## config.mk

```make
export PLATFORM = sky130hd
export DESIGN_NAME = block_transfer_sequencer_top
export DESIGN_NICKNAME = d
export VERILOG_FILES = /design/src/hdl/bts_pkg.sv /design/src/hdl/block_transfer_sequencer_top.sv /design/src/hdl/bts_front.sv /design/src/hdl/bts_queue.sv /design/src/hdl/bts_back.sv
export SDC_FILE = /design/constraint.sdc
export NUM_CORES = 1
export LEC_CHECK = 0
export ABC_AREA = 1
export ABC_CLOCK_PERIOD_IN_PS = 11900
export BUFFER_PORTS_ARGS = -buffer_cell sky130_fd_sc_hd__buf_4
export CAP_MARGIN = 10
export CORE_MARGIN = 4
export CORE_UTILIZATION = 57
export CTS_BUF_LIST = sky130_fd_sc_hd__clkbuf_8
export DETAILED_ROUTE_END_ITERATION = 8
export HOLD_SLACK_MARGIN = 0.15
export PLACE_DENSITY = 0.79
export SYNTH_ARGS = -nofsm -noshare
export SYNTH_HDL_FRONTEND = slang
export SYNTH_HIERARCHICAL = 1
export SYNTH_SLANG_ARGS = --single-unit
```

## constraint.sdc

```tcl
create_clock -name clk -period 11.9 [get_ports clk]
set_input_delay 1.19 -clock clk [delete_from_list [all_inputs] [get_ports clk]]
set_output_delay 1.19 -clock clk [all_outputs]
set_load 0.05 [all_outputs]
```

## src/hdl/bts_pkg.sv

```systemverilog
// Shared types and constants for the block transfer sequencer.
package bts_pkg;

  // Default depth of the queue between the front and back parts
  localparam int BTS_QDEPTH = 2;

  localparam logic [3:0]  BTS_PC_REG     = 4'd15;
  localparam logic [15:0] BTS_PC_ONLY    = 16'h8000;
  localparam logic [31:0] BTS_ALIGN_MASK = 32'hFFFF_FFFC;
  localparam logic [31:0] BTS_WORD_STEP  = 32'd4;

  // Start and final offsets are small signed values relative to the base
  localparam logic signed [7:0] BTS_OFF_ZERO     = 8'sd0;
  localparam logic signed [7:0] BTS_OFF_WORD     = 8'sd4;
  localparam logic signed [7:0] BTS_OFF_BLOCK    = 8'sd64;   // 0x40
  localparam logic signed [7:0] BTS_OFF_DA_EMPTY = -8'sd60;  // -0x3c

  localparam logic [2:0] BTS_PC_ADD_ARM   = 3'd4;
  localparam logic [2:0] BTS_PC_ADD_THUMB = 3'd2;
  localparam logic [2:0] BTS_PC_ADD_NONE  = 3'd0;

  // One classified instruction, as handed from front to back
  typedef struct packed {
    logic [15:0] mask;        // registers to move, bit-reversed when descending
    logic        descending;  // highest register first, falling addresses
    logic [31:0] start;       // address of the first transaction
    logic [31:0] fin;         // final base value
    logic        is_load;
    logic        ubank;
    logic [3:0]  rn;
    logic        snb_en;      // store of the base substitutes the new base
    logic        thumb;
    logic        bupd;
    logic        rstat;
    logic        flush;
  } bts_desc_t;

endpackage

```

## src/hdl/block_transfer_sequencer_top.sv

```systemverilog
// The first transaction passes the descriptor queue, the back instruction register
// and the output register. One transaction per cycle while the output is popped;
// n listed registers (an empty list counts as one) give n transactions.
// A descriptor queue lets the front accept instructions while the back works.
// Reset (synchronous) empties the queue and output register; empty is high after.
// Top level: front decoder, descriptor queue and back sequencer.
module block_transfer_sequencer_top #(
  parameter int QDEPTH = bts_pkg::BTS_QDEPTH
) (
  input  logic        clk,
  input  logic        rst,
  input  logic        push,
  output logic        full,
  input  logic        is_load,
  input  logic        pre_index,
  input  logic        step_up,
  input  logic        s_bit,
  input  logic        write_back,
  input  logic [3:0]  base_reg,
  input  logic [15:0] reg_list,
  input  logic [31:0] base_value,
  input  logic        thumb_mode,
  output logic        empty,
  input  logic        pop,
  output logic [31:0] mem_addr,
  output logic [3:0]  reg_index,
  output logic        load_dir,
  output logic        user_bank,
  output logic        store_new_base,
  output logic [2:0]  pc_add,
  output logic [31:0] final_base,
  output logic        base_update,
  output logic        restore_status,
  output logic        flush_pipe,
  output logic        last
);
  import bts_pkg::*;

  bts_desc_t front_desc;
  bts_desc_t q_data;
  logic      q_empty;
  logic      q_pop;
  logic      accept;

  assign accept = push && !full;

  // Classify the incoming instruction
  bts_front u_front (
    .is_load    (is_load),
    .pre_index  (pre_index),
    .step_up    (step_up),
    .s_bit      (s_bit),
    .write_back (write_back),
    .base_reg   (base_reg),
    .reg_list   (reg_list),
    .base_value (base_value),
    .thumb_mode (thumb_mode),
    .desc       (front_desc)
  );

  // Buffer descriptors between front and back
  bts_queue #(
    .DEPTH (QDEPTH)
  ) u_queue (
    .clk     (clk),
    .rst     (rst),
    .wr_en   (accept),
    .wr_data (front_desc),
    .full    (full),
    .rd_en   (q_pop),
    .rd_data (q_data),
    .empty   (q_empty)
  );

  // Issue the transactions
  bts_back u_back (
    .clk            (clk),
    .rst            (rst),
    .q_data         (q_data),
    .q_empty        (q_empty),
    .q_pop          (q_pop),
    .empty          (empty),
    .pop            (pop),
    .mem_addr       (mem_addr),
    .reg_index      (reg_index),
    .load_dir       (load_dir),
    .user_bank      (user_bank),
    .store_new_base (store_new_base),
    .pc_add         (pc_add),
    .final_base     (final_base),
    .base_update    (base_update),
    .restore_status (restore_status),
    .flush_pipe     (flush_pipe),
    .last           (last)
  );

`ifndef SYNTHESIS
  // Reset leaves nothing to deliver and room to accept
  a_reset_clear: assert property (@(posedge clk) rst |=> (empty && !full))
    else $error("output or queue not clear after reset");

  // A non-final transaction is followed at once by the next of the same instruction
  a_no_gap: assert property (@(posedge clk) disable iff (rst)
    (pop && !empty && !last) |=> (!empty && $stable(final_base)))
    else $error("gap or instruction change inside a block transfer");

  // PC offset only on a store of R15
  a_pc_add: assert property (@(posedge clk) disable iff (rst)
    (!empty && pc_add != BTS_PC_ADD_NONE) |-> (!load_dir && reg_index == BTS_PC_REG))
    else $error("pc_add set on a transaction that is not a store of R15");
`endif

endmodule

```

## src/hdl/bts_front.sv

```systemverilog
// Front part: decodes one instruction into a transfer descriptor.
module bts_front (
  input  logic              is_load,
  input  logic              pre_index,
  input  logic              step_up,
  input  logic              s_bit,
  input  logic              write_back,
  input  logic [3:0]        base_reg,
  input  logic [15:0]       reg_list,
  input  logic [31:0]       base_value,
  input  logic              thumb_mode,
  output bts_pkg::bts_desc_t desc
);
  import bts_pkg::*;

  logic [15:0]       eff;
  logic [15:0]       rev;
  logic              empty_list;
  logic              has_pc;
  logic              has_base;
  logic [4:0]        cnt;
  logic [3:0]        lowest;
  logic signed [7:0] span;
  logic signed [7:0] start_off;
  logic signed [7:0] fin_off;
  logic              descending;

  // Count listed registers and find the lowest one
  always_comb begin
    cnt    = 5'd0;
    lowest = 4'd0;
    for (int i = 15; i >= 0; i--) begin
      if (eff[i]) begin
        cnt    = cnt + 5'd1;
        lowest = 4'(i);
      end
    end
  end

  always_comb begin
    for (int i = 0; i < 16; i++) begin
      rev[i] = eff[15 - i];
    end
  end

  assign empty_list = (reg_list == 16'd0);
  assign eff        = empty_list ? BTS_PC_ONLY : reg_list;
  assign has_pc     = reg_list[15];
  assign has_base   = eff[base_reg];
  assign span       = $signed({1'b0, cnt, 2'b00});

  // Pick start and final offsets per addressing mode
  always_comb begin
    descending = 1'b0;
    start_off  = BTS_OFF_ZERO;
    fin_off    = step_up ? span : -span;
    if (!pre_index && step_up) begin
      start_off = BTS_OFF_ZERO;
    end else if (pre_index && step_up) begin
      if (is_load) begin
        start_off  = span;
        descending = 1'b1;
      end else begin
        start_off = BTS_OFF_WORD;
      end
    end else if (!pre_index && !step_up) begin
      if (empty_list) begin
        start_off = BTS_OFF_DA_EMPTY;
      end else if (is_load) begin
        start_off = BTS_OFF_WORD - span;
      end else begin
        start_off = BTS_OFF_ZERO;
      end
      descending = !is_load;
    end else begin
      start_off = empty_list ? -BTS_OFF_BLOCK : -span;
    end
    if (empty_list) begin
      fin_off = step_up ? BTS_OFF_BLOCK : -BTS_OFF_BLOCK;
    end
  end

  // Assemble the descriptor
  always_comb begin
    desc.mask       = descending ? rev : eff;
    desc.descending = descending;
    desc.start      = base_value + {{24{start_off[7]}}, start_off};
    desc.fin        = base_value + {{24{fin_off[7]}}, fin_off};
    desc.is_load    = is_load;
    desc.ubank      = is_load ? (s_bit && !has_pc) : s_bit;
    desc.rn         = base_reg;
    desc.snb_en     = !is_load && has_base && (base_reg != lowest);
    desc.thumb      = thumb_mode;
    if (empty_list) begin
      desc.bupd = 1'b1;
    end else if (!is_load) begin
      desc.bupd = write_back && !s_bit;
    end else begin
      desc.bupd = write_back && !(has_pc && s_bit) && !has_base;
    end
    desc.rstat = is_load && has_pc && s_bit && !empty_list;
    desc.flush = is_load && eff[15];
  end

endmodule

```

## src/hdl/bts_queue.sv

```systemverilog
// Descriptor queue between the front and back parts.
module bts_queue #(
  parameter int DEPTH = bts_pkg::BTS_QDEPTH
) (
  input  logic               clk,
  input  logic               rst,
  input  logic               wr_en,
  input  bts_pkg::bts_desc_t wr_data,
  output logic               full,
  input  logic               rd_en,
  output bts_pkg::bts_desc_t rd_data,
  output logic               empty
);
  import bts_pkg::*;

  localparam int AW = (DEPTH > 1) ? $clog2(DEPTH) : 1;
  localparam int CW = $clog2(DEPTH + 1);
  localparam logic [AW-1:0] LAST_PTR = AW'(DEPTH - 1);
  localparam logic [CW-1:0] FULL_CNT = CW'(DEPTH);

  bts_desc_t     mem [DEPTH];
  logic [AW-1:0] wr_ptr;
  logic [AW-1:0] rd_ptr;
  logic [CW-1:0] count;

  assign full    = (count == FULL_CNT);
  assign empty   = (count == '0);
  assign rd_data = mem[rd_ptr];

  // Store entries
  always_ff @(posedge clk) begin
    if (wr_en) begin
      mem[wr_ptr] <= wr_data;
    end
  end

  // Advance pointers and occupancy
  always_ff @(posedge clk) begin
    if (rst) begin
      wr_ptr <= '0;
      rd_ptr <= '0;
      count  <= '0;
    end else begin
      if (wr_en) begin
        wr_ptr <= (wr_ptr == LAST_PTR) ? '0 : wr_ptr + AW'(1);
      end
      if (rd_en) begin
        rd_ptr <= (rd_ptr == LAST_PTR) ? '0 : rd_ptr + AW'(1);
      end
      if (wr_en && !rd_en) begin
        count <= count + CW'(1);
      end else if (rd_en && !wr_en) begin
        count <= count - CW'(1);
      end
    end
  end

endmodule

```

## src/hdl/bts_back.sv

```systemverilog
// Back part: steps through one descriptor, one transaction per cycle while the output is empty or popped.
module bts_back (
  input  logic               clk,
  input  logic               rst,
  input  bts_pkg::bts_desc_t q_data,
  input  logic               q_empty,
  output logic               q_pop,
  output logic               empty,
  input  logic               pop,
  output logic [31:0]        mem_addr,
  output logic [3:0]         reg_index,
  output logic               load_dir,
  output logic               user_bank,
  output logic               store_new_base,
  output logic [2:0]         pc_add,
  output logic [31:0]        final_base,
  output logic               base_update,
  output logic               restore_status,
  output logic               flush_pipe,
  output logic               last
);
  import bts_pkg::*;

  bts_desc_t   cur;
  logic        busy;
  logic [15:0] mask;
  logic [31:0] addr;
  logic        ovalid;

  logic [3:0]  idx;
  logic [3:0]  reg_sel;
  logic [15:0] mask_next;
  logic        is_last;
  logic        advance;

  // Find the next register to move
  always_comb begin
    idx = 4'd0;
    for (int i = 15; i >= 0; i--) begin
      if (mask[i]) begin
        idx = 4'(i);
      end
    end
  end

  assign reg_sel   = cur.descending ? (BTS_PC_REG - idx) : idx;
  assign mask_next = mask & (mask - 16'd1);
  assign is_last   = (mask_next == 16'd0);
  assign advance   = busy && (!ovalid || pop);
  assign q_pop     = !busy && !q_empty;
  assign empty     = !ovalid;

  // Hold the current instruction and walk its list
  always_ff @(posedge clk) begin
    if (rst) begin
      busy <= 1'b0;
    end else if (q_pop) begin
      busy <= 1'b1;
    end else if (advance && is_last) begin
      busy <= 1'b0;
    end
  end

  always_ff @(posedge clk) begin
    if (q_pop) begin
      cur  <= q_data;
      mask <= q_data.mask;
      addr <= q_data.start;
    end else if (advance) begin
      mask <= mask_next;
      addr <= cur.descending ? (addr - BTS_WORD_STEP) : (addr + BTS_WORD_STEP);
    end
  end

  // Output register: valid flag
  always_ff @(posedge clk) begin
    if (rst) begin
      ovalid <= 1'b0;
    end else if (advance) begin
      ovalid <= 1'b1;
    end else if (pop) begin
      ovalid <= 1'b0;
    end
  end

  // Output register: transaction payload
  always_ff @(posedge clk) begin
    if (advance) begin
      mem_addr       <= addr & BTS_ALIGN_MASK;
      reg_index      <= reg_sel;
      load_dir       <= cur.is_load;
      user_bank      <= cur.ubank;
      store_new_base <= cur.snb_en && (reg_sel == cur.rn);
      if (!cur.is_load && reg_sel == BTS_PC_REG) begin
        pc_add <= cur.thumb ? BTS_PC_ADD_THUMB : BTS_PC_ADD_ARM;
      end else begin
        pc_add <= BTS_PC_ADD_NONE;
      end
      final_base     <= cur.fin;
      base_update    <= is_last && cur.bupd;
      restore_status <= is_last && cur.rstat;
      flush_pipe     <= is_last && cur.flush;
      last           <= is_last;
    end
  end

endmodule
```

* Yosys cells after proc, flatten, opt, wreduce, memory -nomap -nowiden
Memories as Yosys holds them, arrays and structs flattened. A register that Yosys moved wholly into a read port is not among the register bits.
Cells that the tools add are included.
Widths: inputs -> output; s select.
** Storage, ports and cells
- RAM bits :: 184
- Word-level logic and storage cells :: 198
- Output and inout bits :: 80
- Input port bits :: 62
- Memories kept :: 1
- Flip-flop bits (word level) :: 174
** Cells by class
- Bitwise logic cells :: 1
- Reduce and logical (&&, ||, !) cells :: 48
- Add/subtract/negate cells :: 27
- Muxes and demuxes :: 88
- Order comparisons :: 1
- Eq/ne operators :: 4
** Memories
- u_queue.mem :: depth 2, width 92, rd ports 1, clocked after Yosys merged registers in 1, wr ports 1, line bts_queue.sv:21 : bts_desc_t mem [DEPTH];
** Operators with widths (number)
- $mux 4 :: 33
- $mux 32 :: 3
- $mux 5 :: 15
- $mux 8 :: 9
- $add 5x1->5 const B :: 14
- $add 32x32->32 :: 2
- $mux 16 :: 4
- $add 32x3->32 const B :: 1
- $logic_not 16->1 :: 2
- $sub 32x3->32 const B :: 1
- $logic_and 1x1->1 :: 25
- $mux 1 :: 19
- $and 16x16->16 :: 1
- $sub 16x1->16 const B :: 1
- $logic_not 1->1 :: 15
- $neg 7->8 :: 1
- $reduce_bool 2->1 :: 4
- $sub 3x7->8 const A :: 1
- $mux 7 :: 1
- $lt 4x5->1 const B :: 1
- $bmux 1 s4 :: 1
- $eq 4x4->1 :: 1
- $eq 4x4->1 const B :: 1
- $mux 2 :: 2
- 10 further kinds :: 11

* Longest topological paths before layout
Gate-level depths: netlist of run 1.
- Depth after elaboration :: 40
- Gate-level depth with buffers :: 84
- Mapped depth without buffers :: 83

* Modules after synthesis
Netlist of run 1, hierarchy kept.
** Modules (own cells, without submodules)
- bts_back :: times used 1, cells an instance 707, area each 7732.4 um^2, sequential area each 4994.8 um^2
- bts_queue :: times used 1, cells an instance 319, area each 7264.5 um^2, sequential area each 5625.4 um^2
- bts_front :: times used 1, cells an instance 1087, area each 5883.1 um^2, sequential area each 0.0 um^2
- block_transfer_sequencer_top :: times used 1, cells an instance 2, area each 10.0 um^2, sequential area each 0.0 um^2

* Worst setup path after synthesis of run 1
OpenSTA, ideal clock, no wires.
- Path kind :: input port to flip-flop
- Start point :: input port reg_list[9]
- End point :: memory u_queue/mem[0][42] (netlist bit) (data pin)
- Arrival time :: 12.521 ns
- Slack :: -0.878 ns
- Path buffers :: 1
- Cell stages on the path :: 78
- Cell sequence :: clkbuf_1 -> nor2_1 -> nand2_1 -> nor4_1 -> nand2_1 -> inv_1 -> nor2_1 -> inv_1 -> ha_1 -> inv_1 -> nand2_1 -> nand2_2 -> inv_1 -> ha_1 -> nand2_1 -> nand2_1 -> ha_1 -> or2_1 -> (+42 left out) -> nand3_1 -> nand2_1 -> nand3_1 -> nand2_1 -> nand3_1 -> nand2_1 -> a21oi_1 -> o21ai_0 -> nand3_1 -> nand2_1 -> inv_1 -> o31ai_1 -> a21oi_1 -> o21bai_1 -> nand3_1 -> o21ai_0 -> xor2_1 -> inv_1
** RTL lines
- start: declaration :: line block_transfer_sequencer_top.sv:20 : input logic [15:0] reg_list,
- end: declaration :: line bts_queue.sv:21

==> summary.txt, run 1 <==
Fmax -> 88.4 MHz
worst skew pair latency -> 0.66 ns
total global routing overflow -> 0
DRT Pass-1 Iters -> 5
Starting Density -> 58.0%
critical path buffer and inverter count -> 13
Max Cap Viol -> 0
met3 wire length -> 2.86 mm
Remaining DRCs -> 0
number of H-tree levels -> 2
CP delay by family, top -> simple AND/OR/NAND/NOR gates
Worst Hold Class -> flop to flop
Crit. End Element -> flop
Die ar. -> 39500 um2
clk sinks -> 352
worst vdd ir -> 161 uV
final hold violation count -> 0
total power draw -> 0.00613 W
DIE HEIGHT -> 199 um
Detailed Route Iter0 Violations -> 1246
final critical-path required period -> 11.32 ns
synthesis-to-finish area growth -> 15.6%
Final Max Slew Viols -> 0
Num CTS Buffers -> 54
Clock Path Buffers -> 3
crit-path max FO -> 3
number of global-route vias before repair -> 14900
CP Launch Type -> primary input
WP data required -> 12.27 ns
worst slew pin tran -> 1.03 ns
CTS tree -> yes
Total Routed Length -> 47.9 mm
final setup TNS -> 0 ns
die extent in x -> 199 um
DR WL/cell -> 16.8 um
Clock Pin Slew Worst Setup and Hold Paths -> 0.06 ns
pin count of the biggest net entering global routing -> 67
gr usage total -> 24.0%
critical path's slowest cell -> or2_2
Final Cycle Share -> 95.1%
highest metal used -> met4
Ports -> 142
Buffers on Ports -> 138
Finished Layout Cells -> 2845
WL met1 -> 21.9 mm
n_diodes -> 0
Post-Synthesis Cells -> 2107
routed vias/inst -> 5.43
Setup violations, final -> 0
CTS root buffer -> clkbuf_8
CORE AREA -> 35700 um2
fin util -> 67.0%
DR WL met2 -> 22.1 mm
Setup Skew -> 0.0446 ns
global placer's final weighted congestion -> 0.948
most frequent CP cell -> nand2_2
status -> complete, no violations
post-route ant nets -> 0
PD cells -> 256 nW/um2
Final #Nets -> 2487
antenna violations before repair -> 0
detailed placement HPWL -> 34.9 mm
YS warnings -> 6
layout cells sized above 1 -> 25.0%
first-pass GRT wire length -> 75.8 mm
dpl cells -> 2734
via count -> 15500
num rows -> 69
Slew HR -> 31.3%
Worst Setup Path Type -> primary input to flop
cell leakage power -> 10.7 nW
Cell Area, Synth -> 20700 um2
Hold WS -> 0.420 ns
slowest cell delay on critical path -> 0.31 ns
CP arrival -> 11.69 ns
syn_area_per_cell -> 9.84 um2
-- flip-flops by register name (all words and copies together) (netlist names), 2 cells and up, named ones only --
signal,count
u_back/cur,44
u_back/pc_add,2
u_queue/count,2
u_back/mem_addr,30
u_back/final_base,32
u_back/addr,30
u_queue/mem,180
u_back/reg_index,4
u_back/mask,16
-- worst paths after layout --
path,start,to,slack [ns],depth (start not counted)
hold reg to reg,u_back/cur[9],u_back/user_bank,0.42,0
setup reg to reg,u_back/cur[75],u_back/addr[24],8.69,13
hold / removal,u_back/cur[9],u_back/user_bank,0.42,0
setup / recovery,reg_list[3],u_queue/mem[1][42],0.58,81
-- final cells by class --
class | instances | area, um2
Sequential cell | 352 | 10500
Clock inverter | 43 | 294
Timing Repair Buffer | 226 | 1710
Tap cell | 461 | 577
Fill cell | 2794 | 11800
Clock buffer | 55 | 757
Inverter | 252 | 952
Multi-Input combinational cell | 1456 | 9170
-- stage by stage --
stage	cell area, um2	setup slack (ns)
after floorplan	20900	0.0324
after global placement	22700	0.0174
after detailed placement	22700	-0.479
after CTS	23700	0.164
after global routing	24000	-0.184
final	24000	0.582
-- report_power, final --
part	switching [W]	internal, W
clock	0.000479	0.000503
combinational	0.00189	0.00109
sequential	0.000168	0.00201
total	0.00253	0.00360
-- cell usage in the layout, fill, tap and decap left out, types with 19 or more instances in the layout --
cell      count
xnor2_1      24
mux2_4       78
nand3b_1     22
xor2_1       41
o21ai_0      78
o41ai_1      19
nand2_1     482
inv_1       249
buf_4       225
clkbuf_8     55
a21oi_1      86
nor2_1      127
or2_2        19
nand3_1     131
ha_1         72
edfxtp_1    345
nand2_2      72
-- metal layers --
| layer | GRT usage (%) | vias up |
|---|---|---|
| li1 | - | 7658 |
| met1 | 34.3 | 7273 |
| met2 | 38.6 | 462 |
| met3 | 3.76 | 66 |
| met4 | 6.48 | 0 |
| met5 | 0 | - |
-- timing repair --
item	4_1_cts	5_1_grt
hold buffers	0	0
endpoints found under the setup margin	0	26
resized for setup	0	42
buffers inserted	0	12
No activity file was read; power rests on OpenSTA's default activity.
==> run 2, diff against run 1 <==
- SYNTH_HIERARCHICAL: 1 -> unset
==> run 2 against run 1 <==
Against the previous run:
- design area is 6.6% lower
- largest cell class unchanged
- via count is 7.5% lower
- critical endpoint is now u_queue.mem[0][42]
- largest power group unchanged
- setup slack better by 0.015 ns
- final cell count is 6.3% lower
- highest routed layer unchanged
- area after synthesis is 9.3% lower
- maximum frequency is 0.13% higher
==> summary.txt, run 2 <==
DR WL/cell -> 15.9 um (-5.8%)
ys flop type -> edfxtp_1
Post-Synthesis Cells -> 1934 (-8.2%)
Seq/Total Area, Yosys -> 55.8%
Setup Skew -> 0.0221 ns (-0.0225 ns)
DRT Pass-1 Iters -> 8 (+3)
CTS root buffer -> clkbuf_8
die extent in x -> 190 um (-4.6%)
Setup violations, final -> 0 (unchanged)
final critical-path required period -> 11.30 ns (-0.0151 ns)
Num CTS Buffers -> 55 (+1.9%)
Worst Setup Path Type -> primary input to flop
pin count of the biggest net entering global routing -> 92 (+37%)
Synth top cells by count -> 561 x nand2_1, 345 x edfxtp_1, 181 x inv_1, 135 x a21oi_1, 108 x nor2_1
Worst Hold Class -> flop to flop
total global routing overflow -> 0 (unchanged)
final hold violation count -> 0 (unchanged)
Clock Pin Slew Worst Setup and Hold Paths -> 0.06 ns (about the same)
Cell Area, Synth -> 18800 um2 (-9.3%)
Top reg by flops -> u_queue.mem
number of H-tree levels -> 2 (unchanged)
DIE HEIGHT -> 190 um (-4.6%)
fillers -> 2551 (-8.7%)
slowest cell delay on critical path -> 0.33 ns (+0.02 ns)
worst vdd ir -> 160 uV (-0.89%)
first-pass GRT wire length -> 67.9 mm (-10%)
routed vias/inst -> 5.36 (-1.3%)
Detailed Route Iter0 Violations -> 1132 (-9.1%)
synthesis-to-finish area growth -> 19.0%
Remaining DRCs -> 0 (unchanged)
Yosys top cell by area -> edfxtp_1
Synth async-reset ratio -> 0%
CTS tree -> yes
clk sinks -> 352 (unchanged)
critical path buffer and inverter count -> 13 (unchanged)
Max Cap Viol -> 0 (unchanged)
most common cell after layout, fill and taps aside -> nand2_1
cell leakage power -> 9.80 nW (-8.3%)
YS warnings -> 0 (-6)
max reg flops -> 180 (unchanged)
CP delay by family, top -> adder cells
Final #Nets -> 2354 (-5.3%)
Final Max Slew Viols -> 0 (unchanged)
# hold bufs at CTS -> 0 (unchanged)
dpl cells -> 2562 (-6.3%)
Finished Layout Cells -> 2666 (-6.3%)
ranking of synthesized cells by area -> edfxtp_1 55%, nand2_1 11%, ha_1 6.9%
CORE AREA -> 32500 um2 (-9.0%)
Die ar. -> 36000 um2 (-8.9%)
WP data required -> 12.22 ns (-0.05 ns)
status -> complete, no violations
area share of the largest cell type after synthesis -> 55.1%
PD cells -> 270 nW/um2 (+5.4%)
worst skew pair latency -> 0.58 ns (-0.08 ns)
Starting Density -> 57.8% (-0.20 points)
Post-synth EDFFs -> 345
largest registers -> u_queue.mem: 180 flops, u_back.cur: 44 flops, u_back.final_base: 32 flops
layout cells sized above 1 -> 20.7% (-4.3 points)
Seq cells post-synth -> 352
most frequent CP cell -> nand2_2
number of global-route vias before repair -> 13900 (-6.6%)
CP arrival -> 11.63 ns (-0.06 ns)
crit-path max FO -> 3 (unchanged)
Clock Path Buffers -> 3 (unchanged)
worst slew pin tran -> 1.15 ns (+0.125 ns)
Total Routed Length -> 42.3 mm (-12%)
CP Launch Type -> primary input
syn_area_per_cell -> 9.72 um2 (-1.2%)
post-route ant nets -> 0 (unchanged)
Slew HR -> 22.8% (-8.6 points)
most frequent cells in the layout -> 542 x nand2_1, 345 x edfxtp_1, 234 x buf_4
Fmax -> 88.5 MHz (+0.13%)
top-count cell post-synth -> nand2_1
critical path's slowest cell -> ha_1
via count -> 14300 (-7.5%)
Crit. End Element -> flop
Ports -> 142 (unchanged)
global placer's final weighted congestion -> 0.916 (-3.4%)
gr usage total -> 23.1% (-0.89 points)
num rows -> 66 (-4.3%)
Hold WS -> 0.415 ns (-0.00474 ns)
detailed placement HPWL -> 29.6 mm (-15%)
Buffers on Ports -> 138 (unchanged)
Netlist cell types -> 46
antenna violations before repair -> 3 (+3)
Final Cycle Share -> 95.0% (-0.13 points)
run 2: kinds of logic after synthesis:
group,after synthesis,synth area share [%]
simple gates,854,19.4
flops,352,55.8
compound gates,302,8.80
buf+inv,232,4.70
fa+ha+maj,107,7.24
xor+xnor,86,4.01
other cells,1,0.0199
run 2: final timing paths:
kind                                startpoint                    to  slack, ns  depth (start not counted)
worst max-delay path              reg_list[10]    u_queue.mem[0][42]       0.60                         80
worst min-delay path            u_back.cur[19]  u_back.final_base[8]       0.42                          0
worst max register to register  u_back.cur[75]       u_back.addr[30]       7.71                         26
worst min register to register  u_back.cur[19]  u_back.final_base[8]       0.42                          0
run 2: report_power, final:
part	internal [W]	switching (W)	leakage [nW]
registers	0.00208	0.000154	3.32
clock network	0.000494	0.000435	0.577
logic	0.000965	0.00191	5.91
total	0.00354	0.00250	9.80
run 2: what timing repair did:
item / 4_1_cts / 5_1_grt
setup buffers: 0 / 7
gates resized for setup: 0 / 45
endpoints found under the hold margin: 0 / 0
setup endpoints to repair: 0 / 32
run 2: per-layer routing:
layer	track usage, %	up-vias	share of wire, %
met5	0	-	0
met1	32.6	6638	46
met3	3.82	86	5.9
met2	36.9	439	46
met4	7.43	0	2.7
li1	-	7129	-
run 2: area by class of cell:
type,instances,area (um2),share of cell area [%]
diodes,3,7.51,0.0335
clock buffers,59,812,3.63
clock inverters,34,189,0.844
well taps,442,553,2.47
inverters,188,713,3.19
repair inverters,1,5.00,0.0224
multi-input cells,1352,7830,35.0
flip-flops and latches,352,10500,46.9
repair buffers,235,1770,7.90
run 2: stage by stage:
stage               worst slack [ns]  power, W  TNS (ns)  utilization (%)  instance area (um2)
floorplan                     0.0162   0.00425         0                -                19000
global placement             0.00161   0.00493         0             64.9                21100
detailed placement            -0.359   0.00505     -4.72             64.9                21100
CTS                            0.193   0.00600         0             68.0                22100
global route                 -0.0975   0.00648    -0.561             68.8                22400
finish                         0.597   0.00604         0             68.8                22400
run 2: worst reg2reg max path, cell delays in order (launching register included):
cell and delay, ns:
edfxtp_1 0.32, buf_4 0.39, inv_1 0.11, fa_1 0.41, o21ai_0 0.29, nand3_1 0.11
nand2_1 0.11, nand3_1 0.10, nand2_1 0.15, nand4_1 0.10, o211ai_1 0.15, a21oi_1 0.15
o21ai_0 0.30, nand3_1 0.11, nand2_1 0.11, nand3_1 0.07, nand2_1 0.10, nand3_1 0.10
nand2_1 0.11, nand3_1 0.07, nand2_1 0.10, a21oi_1 0.07, nor2_1 0.08, nor2_1 0.06
xor2_1 0.15, nand2_1 0.07, nand2_1 0.05
